===== src/hdl/lpw_pkg.sv =====
package lpw_pkg;

    // Default coordinate width; the top level hands its own value down.
    localparam int COORD_BITS_DEF = 12;
    localparam int COLOR_BITS     = 16;

    // Depth of the queue between the classifier and the walker.
    localparam int QUEUE_DEPTH    = 2;

    typedef logic [1:0]            dir_t;
    typedef logic [COLOR_BITS-1:0] color_t;

    // Step direction codes of one axis.
    localparam dir_t DIR_NONE = 2'd0;
    localparam dir_t DIR_UP   = 2'd1;
    localparam dir_t DIR_DOWN = 2'd3;

    // Request modes.
    localparam logic MODE_START   = 1'b0;
    localparam logic MODE_ADVANCE = 1'b1;

endpackage


===== src/hdl/lpw_if.sv =====
interface lpw_cmd_if #(
    parameter int COORD_BITS = lpw_pkg::COORD_BITS_DEF
);
    logic                          valid;
    logic                          ready;
    logic                          mode;
    logic [COORD_BITS-1:0]         x_start;
    logic [COORD_BITS-1:0]         y_start;
    logic [COORD_BITS-1:0]         x_end;
    logic [COORD_BITS-1:0]         y_end;
    logic [lpw_pkg::COLOR_BITS-1:0] pen_color;

    modport source (output valid, mode, x_start, y_start, x_end, y_end, pen_color,
                    input ready);
    modport sink   (input valid, mode, x_start, y_start, x_end, y_end, pen_color,
                    output ready);
endinterface

interface lpw_point_if #(
    parameter int COORD_BITS = lpw_pkg::COORD_BITS_DEF
);
    logic                          valid;
    logic                          ready;
    logic [COORD_BITS-1:0]         point_x;
    logic [COORD_BITS-1:0]         point_y;
    logic [lpw_pkg::COLOR_BITS-1:0] point_color;
    logic                          last_point;

    modport source (output valid, point_x, point_y, point_color, last_point,
                    input ready);
    modport sink   (input valid, point_x, point_y, point_color, last_point,
                    output ready);
endinterface

interface lpw_job_if #(
    parameter int COORD_BITS = lpw_pkg::COORD_BITS_DEF
);
    logic                          valid;
    logic                          ready;
    logic                          is_start;
    logic [COORD_BITS-1:0]         org_x;
    logic [COORD_BITS-1:0]         org_y;
    logic [COORD_BITS-1:0]         span_x;
    logic [COORD_BITS-1:0]         span_y;
    logic [COORD_BITS-1:0]         major_span;
    lpw_pkg::dir_t                 dir_x;
    lpw_pkg::dir_t                 dir_y;
    lpw_pkg::color_t               color;

    modport source (output valid, is_start, org_x, org_y, span_x, span_y, major_span,
                    dir_x, dir_y, color, input ready);
    modport sink   (input valid, is_start, org_x, org_y, span_x, span_y, major_span,
                    dir_x, dir_y, color, output ready);
endinterface


===== src/hdl/line_point_walker_unit.sv =====
// With the queue empty and the output free, an accepted request is written into the
//   queue, and from there its point is loaded into the output register.
// Throughput: one request per cycle unless point.ready stalls the output.
// An advance request with no open line is dropped without a point.
// Reset (rst_n low, asynchronous) empties the queue and output stage and closes any line.
module line_point_walker_unit #(
    parameter int COORD_BITS = lpw_pkg::COORD_BITS_DEF
) (
    input  logic        clk,
    input  logic        rst_n,
    lpw_cmd_if.sink     cmd,
    lpw_point_if.source point
);
    import lpw_pkg::*;

    // Classified requests enter the queue; the walker drains it.
    lpw_job_if #(.COORD_BITS(COORD_BITS)) front_job ();
    lpw_job_if #(.COORD_BITS(COORD_BITS)) back_job ();

    // Front: work out spans, directions and step count of a start request.
    lpw_front #(
        .COORD_BITS(COORD_BITS)
    ) u_front (
        .cmd (cmd),
        .job (front_job)
    );

    // Queue: hold classified requests so either side can stall alone.
    lpw_queue #(
        .COORD_BITS(COORD_BITS)
    ) u_queue (
        .clk     (clk),
        .rst_n   (rst_n),
        .push_ch (front_job),
        .pop_ch  (back_job)
    );

    // Back: advance the error accumulators, emit one point per request,
    // drop advance requests that find no open line.
    lpw_back #(
        .COORD_BITS(COORD_BITS)
    ) u_back (
        .clk   (clk),
        .rst_n (rst_n),
        .job   (back_job),
        .point (point)
    );

endmodule


===== src/hdl/lpw_front.sv =====
module lpw_front #(
    parameter int COORD_BITS = lpw_pkg::COORD_BITS_DEF
) (
    lpw_cmd_if.sink   cmd,
    lpw_job_if.source job
);
    import lpw_pkg::*;

    logic [COORD_BITS-1:0] span_x;
    logic [COORD_BITS-1:0] span_y;
    dir_t                  dir_x;
    dir_t                  dir_y;

    // Absolute span and step direction of each axis.
    always_comb
    begin
        if (cmd.x_end > cmd.x_start)
        begin
            span_x = cmd.x_end - cmd.x_start;
            dir_x  = DIR_UP;
        end
        else if (cmd.x_end == cmd.x_start)
        begin
            span_x = '0;
            dir_x  = DIR_NONE;
        end
        else
        begin
            span_x = cmd.x_start - cmd.x_end;
            dir_x  = DIR_DOWN;
        end

        if (cmd.y_end > cmd.y_start)
        begin
            span_y = cmd.y_end - cmd.y_start;
            dir_y  = DIR_UP;
        end
        else if (cmd.y_end == cmd.y_start)
        begin
            span_y = '0;
            dir_y  = DIR_NONE;
        end
        else
        begin
            span_y = cmd.y_start - cmd.y_end;
            dir_y  = DIR_DOWN;
        end
    end

    assign job.valid      = cmd.valid;
    assign cmd.ready      = job.ready;
    assign job.is_start   = (cmd.mode == MODE_START);
    assign job.org_x      = cmd.x_start;
    assign job.org_y      = cmd.y_start;
    assign job.span_x     = span_x;
    assign job.span_y     = span_y;
    assign job.major_span = (span_x > span_y) ? span_x : span_y;
    assign job.dir_x      = dir_x;
    assign job.dir_y      = dir_y;
    assign job.color      = cmd.pen_color;

endmodule


===== src/hdl/lpw_queue.sv =====
module lpw_queue #(
    parameter int COORD_BITS = lpw_pkg::COORD_BITS_DEF
) (
    input  logic      clk,
    input  logic      rst_n,
    lpw_job_if.sink   push_ch,
    lpw_job_if.source pop_ch
);
    import lpw_pkg::*;

    localparam int PTR_BITS = (QUEUE_DEPTH > 1) ? $clog2(QUEUE_DEPTH) : 1;
    localparam int CNT_BITS = $clog2(QUEUE_DEPTH + 1);

    typedef struct packed {
        logic                  is_start;
        logic [COORD_BITS-1:0] org_x;
        logic [COORD_BITS-1:0] org_y;
        logic [COORD_BITS-1:0] span_x;
        logic [COORD_BITS-1:0] span_y;
        logic [COORD_BITS-1:0] major_span;
        dir_t                  dir_x;
        dir_t                  dir_y;
        color_t                color;
    } entry_t;

    entry_t                slot_reg [QUEUE_DEPTH];
    entry_t                head;
    logic [PTR_BITS-1:0]   wr_ptr_reg;
    logic [PTR_BITS-1:0]   wr_ptr_next;
    logic [PTR_BITS-1:0]   rd_ptr_reg;
    logic [PTR_BITS-1:0]   rd_ptr_next;
    logic [CNT_BITS-1:0]   count_reg;
    logic [CNT_BITS-1:0]   count_next;
    logic                  push;
    logic                  pop;

    assign push_ch.ready = (count_reg != CNT_BITS'(QUEUE_DEPTH));
    assign push = push_ch.valid && push_ch.ready;
    assign pop  = pop_ch.valid && pop_ch.ready;

    always_comb
    begin
        wr_ptr_next = wr_ptr_reg;
        rd_ptr_next = rd_ptr_reg;
        count_next  = count_reg;
        if (push)
        begin
            wr_ptr_next = (wr_ptr_reg == PTR_BITS'(QUEUE_DEPTH - 1)) ? '0
                                                                     : wr_ptr_reg + 1'b1;
        end
        if (pop)
        begin
            rd_ptr_next = (rd_ptr_reg == PTR_BITS'(QUEUE_DEPTH - 1)) ? '0
                                                                     : rd_ptr_reg + 1'b1;
        end
        if (push && !pop)
        begin
            count_next = count_reg + 1'b1;
        end
        else if (pop && !push)
        begin
            count_next = count_reg - 1'b1;
        end
    end

    always_ff @(posedge clk or negedge rst_n)
    begin
        if (!rst_n)
        begin
            wr_ptr_reg <= '0;
            rd_ptr_reg <= '0;
            count_reg  <= '0;
        end
        else
        begin
            wr_ptr_reg <= wr_ptr_next;
            rd_ptr_reg <= rd_ptr_next;
            count_reg  <= count_next;
        end
    end

    always_ff @(posedge clk)
    begin
        if (push)
        begin
            slot_reg[wr_ptr_reg] <= '{is_start:   push_ch.is_start,
                                      org_x:      push_ch.org_x,
                                      org_y:      push_ch.org_y,
                                      span_x:     push_ch.span_x,
                                      span_y:     push_ch.span_y,
                                      major_span: push_ch.major_span,
                                      dir_x:      push_ch.dir_x,
                                      dir_y:      push_ch.dir_y,
                                      color:      push_ch.color};
        end
    end

    assign head              = slot_reg[rd_ptr_reg];
    assign pop_ch.valid      = (count_reg != '0);
    assign pop_ch.is_start   = head.is_start;
    assign pop_ch.org_x      = head.org_x;
    assign pop_ch.org_y      = head.org_y;
    assign pop_ch.span_x     = head.span_x;
    assign pop_ch.span_y     = head.span_y;
    assign pop_ch.major_span = head.major_span;
    assign pop_ch.dir_x      = head.dir_x;
    assign pop_ch.dir_y      = head.dir_y;
    assign pop_ch.color      = head.color;

endmodule


===== src/hdl/lpw_back.sv =====
module lpw_back #(
    parameter int COORD_BITS = lpw_pkg::COORD_BITS_DEF
) (
    input  logic        clk,
    input  logic        rst_n,
    lpw_job_if.sink     job,
    lpw_point_if.source point
);
    import lpw_pkg::*;

    localparam int ERR_BITS = COORD_BITS + 1;

    // Line state.
    logic [COORD_BITS-1:0] cur_x_reg,  cur_x_next;
    logic [COORD_BITS-1:0] cur_y_reg,  cur_y_next;
    logic [ERR_BITS-1:0]   err_x_reg,  err_x_next;
    logic [ERR_BITS-1:0]   err_y_reg,  err_y_next;
    logic [COORD_BITS-1:0] span_x_reg, span_y_reg, major_reg;
    dir_t                  dir_x_reg,  dir_y_reg;
    logic [ERR_BITS-1:0]   left_reg,   left_next;
    color_t                color_reg;
    logic                  busy_reg,   busy_next;

    // Output stage.
    logic                  out_valid_reg, out_valid_next;
    logic [COORD_BITS-1:0] point_x_reg;
    logic [COORD_BITS-1:0] point_y_reg;
    color_t                point_color_reg;
    logic                  last_reg;

    // Working values: a start takes its line from the request.
    logic [COORD_BITS-1:0] base_x, base_y;
    logic [ERR_BITS-1:0]   base_err_x, base_err_y, base_left;
    logic [COORD_BITS-1:0] use_span_x, use_span_y, use_major;
    dir_t                  use_dir_x, use_dir_y;
    color_t                use_color;
    logic [ERR_BITS-1:0]   sum_x, sum_y;
    logic                  step_x, step_y;
    logic                  last_emit;
    logic                  drop;
    logic                  out_free;
    logic                  emit;

    function automatic logic [COORD_BITS-1:0] move_coord(input logic [COORD_BITS-1:0] c,
                                                         input dir_t d);
        logic [COORD_BITS-1:0] r;
        begin
            r = c;
            unique case (d)
                DIR_UP:   r = c + 1'b1;
                DIR_DOWN: r = c - 1'b1;
                default:  r = c;
            endcase
            return r;
        end
    endfunction

    assign drop     = !job.is_start && !busy_reg;
    assign out_free = !out_valid_reg || point.ready;
    assign job.ready = drop || out_free;
    assign emit     = job.valid && !drop && out_free;

    always_comb
    begin
        if (job.is_start)
        begin
            base_x     = job.org_x;
            base_y     = job.org_y;
            base_err_x = '0;
            base_err_y = '0;
            base_left  = {1'b0, job.major_span} + 1'b1;
            use_span_x = job.span_x;
            use_span_y = job.span_y;
            use_major  = job.major_span;
            use_dir_x  = job.dir_x;
            use_dir_y  = job.dir_y;
            use_color  = job.color;
        end
        else
        begin
            base_x     = cur_x_reg;
            base_y     = cur_y_reg;
            base_err_x = err_x_reg;
            base_err_y = err_y_reg;
            base_left  = left_reg;
            use_span_x = span_x_reg;
            use_span_y = span_y_reg;
            use_major  = major_reg;
            use_dir_x  = dir_x_reg;
            use_dir_y  = dir_y_reg;
            use_color  = color_reg;
        end

        left_next  = base_left - 1'b1;
        last_emit  = (left_next == '0);
        busy_next  = !last_emit;

        sum_x  = base_err_x + {1'b0, use_span_x};
        sum_y  = base_err_y + {1'b0, use_span_y};
        step_x = (sum_x > {1'b0, use_major});
        step_y = (sum_y > {1'b0, use_major});

        err_x_next = step_x ? sum_x - {1'b0, use_major} : sum_x;
        err_y_next = step_y ? sum_y - {1'b0, use_major} : sum_y;
        cur_x_next = step_x ? move_coord(base_x, use_dir_x) : base_x;
        cur_y_next = step_y ? move_coord(base_y, use_dir_y) : base_y;

        if (emit)
        begin
            out_valid_next = 1'b1;
        end
        else if (point.ready)
        begin
            out_valid_next = 1'b0;
        end
        else
        begin
            out_valid_next = out_valid_reg;
        end
    end

    always_ff @(posedge clk or negedge rst_n)
    begin
        if (!rst_n)
        begin
            cur_x_reg     <= '0;
            cur_y_reg     <= '0;
            err_x_reg     <= '0;
            err_y_reg     <= '0;
            span_x_reg    <= '0;
            span_y_reg    <= '0;
            major_reg     <= '0;
            dir_x_reg     <= DIR_NONE;
            dir_y_reg     <= DIR_NONE;
            left_reg      <= '0;
            color_reg     <= '0;
            busy_reg      <= 1'b0;
            out_valid_reg <= 1'b0;
        end
        else
        begin
            out_valid_reg <= out_valid_next;
            if (emit)
            begin
                cur_x_reg  <= cur_x_next;
                cur_y_reg  <= cur_y_next;
                err_x_reg  <= err_x_next;
                err_y_reg  <= err_y_next;
                span_x_reg <= use_span_x;
                span_y_reg <= use_span_y;
                major_reg  <= use_major;
                dir_x_reg  <= use_dir_x;
                dir_y_reg  <= use_dir_y;
                left_reg   <= left_next;
                color_reg  <= use_color;
                busy_reg   <= busy_next;
            end
        end
    end

    always_ff @(posedge clk)
    begin
        if (emit)
        begin
            point_x_reg     <= base_x;
            point_y_reg     <= base_y;
            point_color_reg <= use_color;
            last_reg        <= last_emit;
        end
    end

    assign point.valid       = out_valid_reg;
    assign point.point_x     = point_x_reg;
    assign point.point_y     = point_y_reg;
    assign point.point_color = point_color_reg;
    assign point.last_point  = last_reg;

    a_last_closes_line: assert property (@(posedge clk) disable iff (!rst_n)
        (emit && last_emit) |=> !busy_reg)
        else $error("line still open after its last point");

    a_inner_keeps_line: assert property (@(posedge clk) disable iff (!rst_n)
        (emit && !last_emit) |=> (busy_reg && left_reg != '0))
        else $error("line closed before its last point");

    a_err_bounded: assert property (@(posedge clk) disable iff (!rst_n)
        (err_x_reg <= {1'b0, major_reg}) && (err_y_reg <= {1'b0, major_reg}))
        else $error("error accumulator above step count");

    a_span_bounded: assert property (@(posedge clk) disable iff (!rst_n)
        (span_x_reg <= major_reg) && (span_y_reg <= major_reg))
        else $error("axis span above step count");

endmodule


===== src/flat_wrapper.sv =====
// flat-port wrapper written by rule: the top's interface ports become plain ports
module line_point_walker_unit_flat import lpw_pkg::*;
#(
    parameter int COORD_BITS = lpw_pkg::COORD_BITS_DEF
)
  (clk, rst_n, cmd_valid, cmd_mode, cmd_x_start, cmd_y_start, cmd_x_end, cmd_y_end, cmd_pen_color, cmd_ready, point_valid, point_point_x, point_point_y, point_point_color, point_last_point, point_ready);
  lpw_cmd_if #(.COORD_BITS(COORD_BITS)) cmd_i ();
  lpw_point_if #(.COORD_BITS(COORD_BITS)) point_i ();
  input  logic clk;
  input  logic rst_n;
  input wire logic [$bits(cmd_i.valid)-1:0] cmd_valid;
  input wire logic [$bits(cmd_i.mode)-1:0] cmd_mode;
  input wire logic [$bits(cmd_i.x_start)-1:0] cmd_x_start;
  input wire logic [$bits(cmd_i.y_start)-1:0] cmd_y_start;
  input wire logic [$bits(cmd_i.x_end)-1:0] cmd_x_end;
  input wire logic [$bits(cmd_i.y_end)-1:0] cmd_y_end;
  input wire logic [$bits(cmd_i.pen_color)-1:0] cmd_pen_color;
  output wire logic [$bits(cmd_i.ready)-1:0] cmd_ready;
  output wire logic [$bits(point_i.valid)-1:0] point_valid;
  output wire logic [$bits(point_i.point_x)-1:0] point_point_x;
  output wire logic [$bits(point_i.point_y)-1:0] point_point_y;
  output wire logic [$bits(point_i.point_color)-1:0] point_point_color;
  output wire logic [$bits(point_i.last_point)-1:0] point_last_point;
  input wire logic [$bits(point_i.ready)-1:0] point_ready;
  assign cmd_i.valid = cmd_valid;
  assign cmd_i.mode = cmd_mode;
  assign cmd_i.x_start = cmd_x_start;
  assign cmd_i.y_start = cmd_y_start;
  assign cmd_i.x_end = cmd_x_end;
  assign cmd_i.y_end = cmd_y_end;
  assign cmd_i.pen_color = cmd_pen_color;
  assign cmd_ready = cmd_i.ready;
  assign point_valid = point_i.valid;
  assign point_point_x = point_i.point_x;
  assign point_point_y = point_i.point_y;
  assign point_point_color = point_i.point_color;
  assign point_last_point = point_i.last_point;
  assign point_i.ready = point_ready;
  line_point_walker_unit #(.COORD_BITS(COORD_BITS)) u_core (.clk(clk), .rst_n(rst_n), .cmd(cmd_i), .point(point_i));
endmodule

===== config.mk =====
export PLATFORM = sky130hd
export DESIGN_NAME = line_point_walker_unit_flat
export DESIGN_NICKNAME = d
export VERILOG_FILES = /design/src/hdl/lpw_pkg.sv /design/src/hdl/lpw_if.sv /design/src/hdl/line_point_walker_unit.sv /design/src/hdl/lpw_front.sv /design/src/hdl/lpw_queue.sv /design/src/hdl/lpw_back.sv /design/src/flat_wrapper.sv
export SDC_FILE = /design/constraint.sdc
export NUM_CORES = 1
export LEC_CHECK = 0
export BUFFER_PORTS_ARGS = -buffer_cell sky130_fd_sc_hd__buf_2
export CAP_MARGIN = 40
export CORE_MARGIN = 4
export CORE_UTILIZATION = 50
export CTS_CLUSTER_DIAMETER = 60
export DETAILED_ROUTE_END_ITERATION = 10
export GPL_TIMING_DRIVEN = 0
export PLACE_DENSITY_LB_ADDON = 0.3
export SYNTH_ARGS = -nofsm -noshare
export SYNTH_HDL_FRONTEND = slang
export SYNTH_SLANG_ARGS = --single-unit

===== constraint.sdc =====
create_clock -name clk -period 12.1 [get_ports clk]
set_input_delay 1.815 -clock clk [delete_from_list [all_inputs] [get_ports clk]]
set_output_delay 1.815 -clock clk [all_outputs]
set_load 0.01 [all_outputs]

==> flow_metrics.tcl <==
set metrics [dict create \
    status "finished, final reports clean" \
    cts_resized 0 \
    syn_nets 2108 \
    synth_warnings 0 \
    synthSimpleGateAreaFrac 0.126 \
    dieArea_mm2 0.0429 \
    finalWorstSetupSlack_ps 4090 \
    synth_compound_area_frac 0.140 \
    clk_pin_slew_ps 60 \
    hold_viol_final 0 \
    cts_buffers 41 \
    htree_levels 2 \
    clock-root-buffer "clkbuf_16" \
    nets 2270 \
    clk_latency_ps 570 \
    ys_seq_area_frac 0.466 \
    io_buffers 111 \
    synth_top_family_by_area "compound AO/OA/AOI/OAI gates" \
    slew_viol_final 0 \
    wl_per_cell_um 20.5 \
    antenna_found_initial 1 \
    post-route-drc-count 0 \
    worst_slew_pin_slew_ps 911 \
    post_cts_buffers 0 \
    synth_cells 1899 \
    grt_pass1_wl_mm 83.7 \
    crit_path_max_fanout 10 \
    antenna_cells 0 \
    grt_setup_unrepaired "false" \
    worst-path-buf-inv 8 \
    via_per_inst 5.85 \
    fmax_mhz 125 \
    routed_wl_mm 53.6 \
    areaGrowthSynthToFinish_pct 14.1 \
    synth.avg_cell_area_um2 10.4 \
    crit_arrival_ps 8420 \
    synth_xor_xnor_area_share 0.0402 \
    cp-startpoint "u_core.u_queue.rd_ptr_reg$_DFFE_PN0P_" \
    vias 15300 \
    hp-class "flip-flop to flip-flop" \
    required_ps 12510 \
    die_w_um 207 \
    dr.first_iter.drc_count 1244 \
    maxCapViolCount 0 \
    synth_cell_type_count 85 \
    die_h_um 207 \
    layout-drive-gt1-share 0.139 \
    cp_slowest_stage_delay_ps 620 \
    cts_tree "done" \
    netlist_area_mm2 0.0198 \
    first_global_vias 15000 \
    grt_max_degree 83 \
    fin_crit_sh 0.662 \
    grt_overflow_total 0 \
    grtUsageTotal 0.243 \
    cp-end-kind "flip-flop" \
    hold_start "u_core.u_back.err_y_reg[11]$_DFFE_PN0P_" \
    r2r_start "u_core.u_queue.rd_ptr_reg$_DFFE_PN0P_" \
    largest_reg_flops 162 \
    ant_nets 0 \
    dp_slack_ps 4310 \
    holdBufCountCts 0 \
    ys.flop_type "edfxtp_1" \
    critical_path_class "flip-flop to flip-flop" \
    core_mm2 0.0389 \
    initial_core_util 0.509 \
    synthMuxAreaShare 0.100 \
    finalSetupViolations 0 \
    synth_edf_count 203 \
    dp_hpwl_mm 39.9 \
    crit_family "buffers and inverters" \
    tns_ps 0 \
    synthAdderAreaFrac 0.0922 \
    ios 112 \
    start_kind "flip-flop" \
    crit_path_top_delay_cell "clkbuf_1" \
    clkSinkCount 328 \
    relSlewSlack 0.375 \
    cp_common_cell "buf_2" \
    rows 72 \
    finalClockSkew_ps 16.7 \
    n_fill_cell 3300 \
    clockBufferDepth 3 \
    layout_min_cycle_time_ps 8010 \
    gp_congestion 0.950 \
    synth_seq_cells 328 \
    drtPass1Iterations 5 \
    async_flop_share 0.381 \
]
## synth_stat cells (all sizes together) (5+ instances only)
cell | number | area (um^2)
xnor2 | 61 | 534
or3 | 9 | 56.3
nor2 | 75 | 282
o22ai | 8 | 50.1
o31ai | 8 | 65.1
a21boi | 6 | 45.1
a21oi | 96 | 480
and3 | 11 | 68.8
buf | 32 | 165
a211oi | 9 | 72.6
a221oi | 8 | 76.3
nand3b | 5 | 37.5
nand2 | 225 | 845
mux2 | 51 | 574
inv | 97 | 364
nand2b | 15 | 93.8
edfxtp | 203 | 6100
and2 | 43 | 269
a22oi | 5 | 42.5
nand4 | 18 | 119
dfrtp | 125 | 3130
o211ai | 9 | 67.6
mux2i | 139 | 1410
o21a | 14 | 105
xor2 | 30 | 263
nor3 | 30 | 150
ha | 130 | 1630
clkbuf | 45 | 173
or2 | 11 | 68.8
nor2b | 23 | 144
nand3 | 30 | 155
o21ai | 196 | 981
fa | 10 | 200
a31oi | 15 | 93.8
a21o | 41 | 308
## kinds of logic after synthesis
group / Yosys count
XOR/XNOR: 91
multiplexers: 190
adder cells (fa/ha/maj): 140
AND/OR/NAND/NOR: 517
buffers and inverters: 175
flip-flops: 328
AO/OA/AOI/OAI: 458
## cell type report
class,instances,area [um^2],share of cell area
tap,518,648,0.0287
timing repair buffer,119,717,0.0317
clock inverter,22,304,0.0135
buffer,77,339,0.0150
inverter,98,368,0.0163
sequential,328,9220,0.408
clock buffer,53,1100,0.0488
multi-input combinational,1396,9900,0.438
## metal layers
metal  track usage  wire length [um]  up-vias
li1              -                 -     7204
met1         0.334             23100     7463
met2         0.400             25400      518
met3        0.0389              3550      100
met4        0.0727              1510        2
met5             0                19        -
## worst register-to-register path, cell delays in order (launching register included)
cell and delay [ps]:
dfrtp_1 500, buf_6 210, mux2i_4 390, clkbuf_1 620, buf_2 430, buf_2 320, buf_2 310, clkbuf_1 580
clkbuf_1 420, and2_1 200, ha_1 190, fa_1 260, a211oi_1 120, o21ai_0 320, a31oi_1 150, nor2b_1 170
xnor2_1 160, ha_1 370, nand4_1 220, or3_1 420, a31o_2 250, a21o_1 200, nor3b_1 190, or4_1 240
buf_2 290, mux2i_1 210, o21ai_0 110
## path summary, 6_finish.rpt
kind                       slack, ps                                       to  cells after the start
setup / recovery                4090   u_core.u_back.cur_x_reg[9]$_DFFE_PN0P_                     26
hold reg to reg                  470  u_core.u_back.err_y_reg[11]$_DFFE_PN0P_                      2
min in group asynchronous       1180   u_core.u_back.left_reg[12]$_DFFE_PN0P_                      1
hold / removal                   470  u_core.u_back.err_y_reg[11]$_DFFE_PN0P_                      2
setup reg to reg                4090   u_core.u_back.cur_x_reg[9]$_DFFE_PN0P_                     26
max in group asynchronous      10100   u_core.u_back.err_x_reg[9]$_DFFE_PN0P_                      2
## stage by stage
step	utilization	hold slack [ps]	instance area, um^2	cells
after floorplan	-	442	19800	1899
after detailed placement	0.545	463	21200	2536
final	0.581	471	22600	2611
after CTS	0.581	476	22600	2611
after global placement	0.540	456	21000	2528
after global routing	0.581	506	22600	2611
## layout by cell type (no fill, tap or decap), types with 7 or more instances in the layout
cell type,Yosys,routed
nor2_1,75,74
nand3_1,29,29
dfrtp_1,125,125
buf_2,18,129
xnor2_1,61,61
o21a_1,14,14
clkbuf_16,0,42
clkbuf_1,44,53
nand2b_1,15,15
inv_1,96,96
mux2i_1,137,137
a21o_1,41,41
o21ai_0,191,191
nand2_1,225,225
a211oi_1,8,8
nor3_1,30,30
or3_1,9,9
o31ai_1,7,7
and2_1,43,43
o22ai_1,8,8
nor2b_1,23,23
buf_1,10,10
mux2_2,50,50
a21oi_1,96,96
a31oi_1,15,15
edfxtp_1,203,203
xor2_1,30,30
fa_1,10,10
or2_2,11,11
ha_1,130,130
nand4_1,17,17
a221oi_1,7,7
o211ai_1,9,9
and3_1,11,10
Power is not shown: default switching activity piles up to over one toggle a cycle in this logic, so the estimate is an artifact.
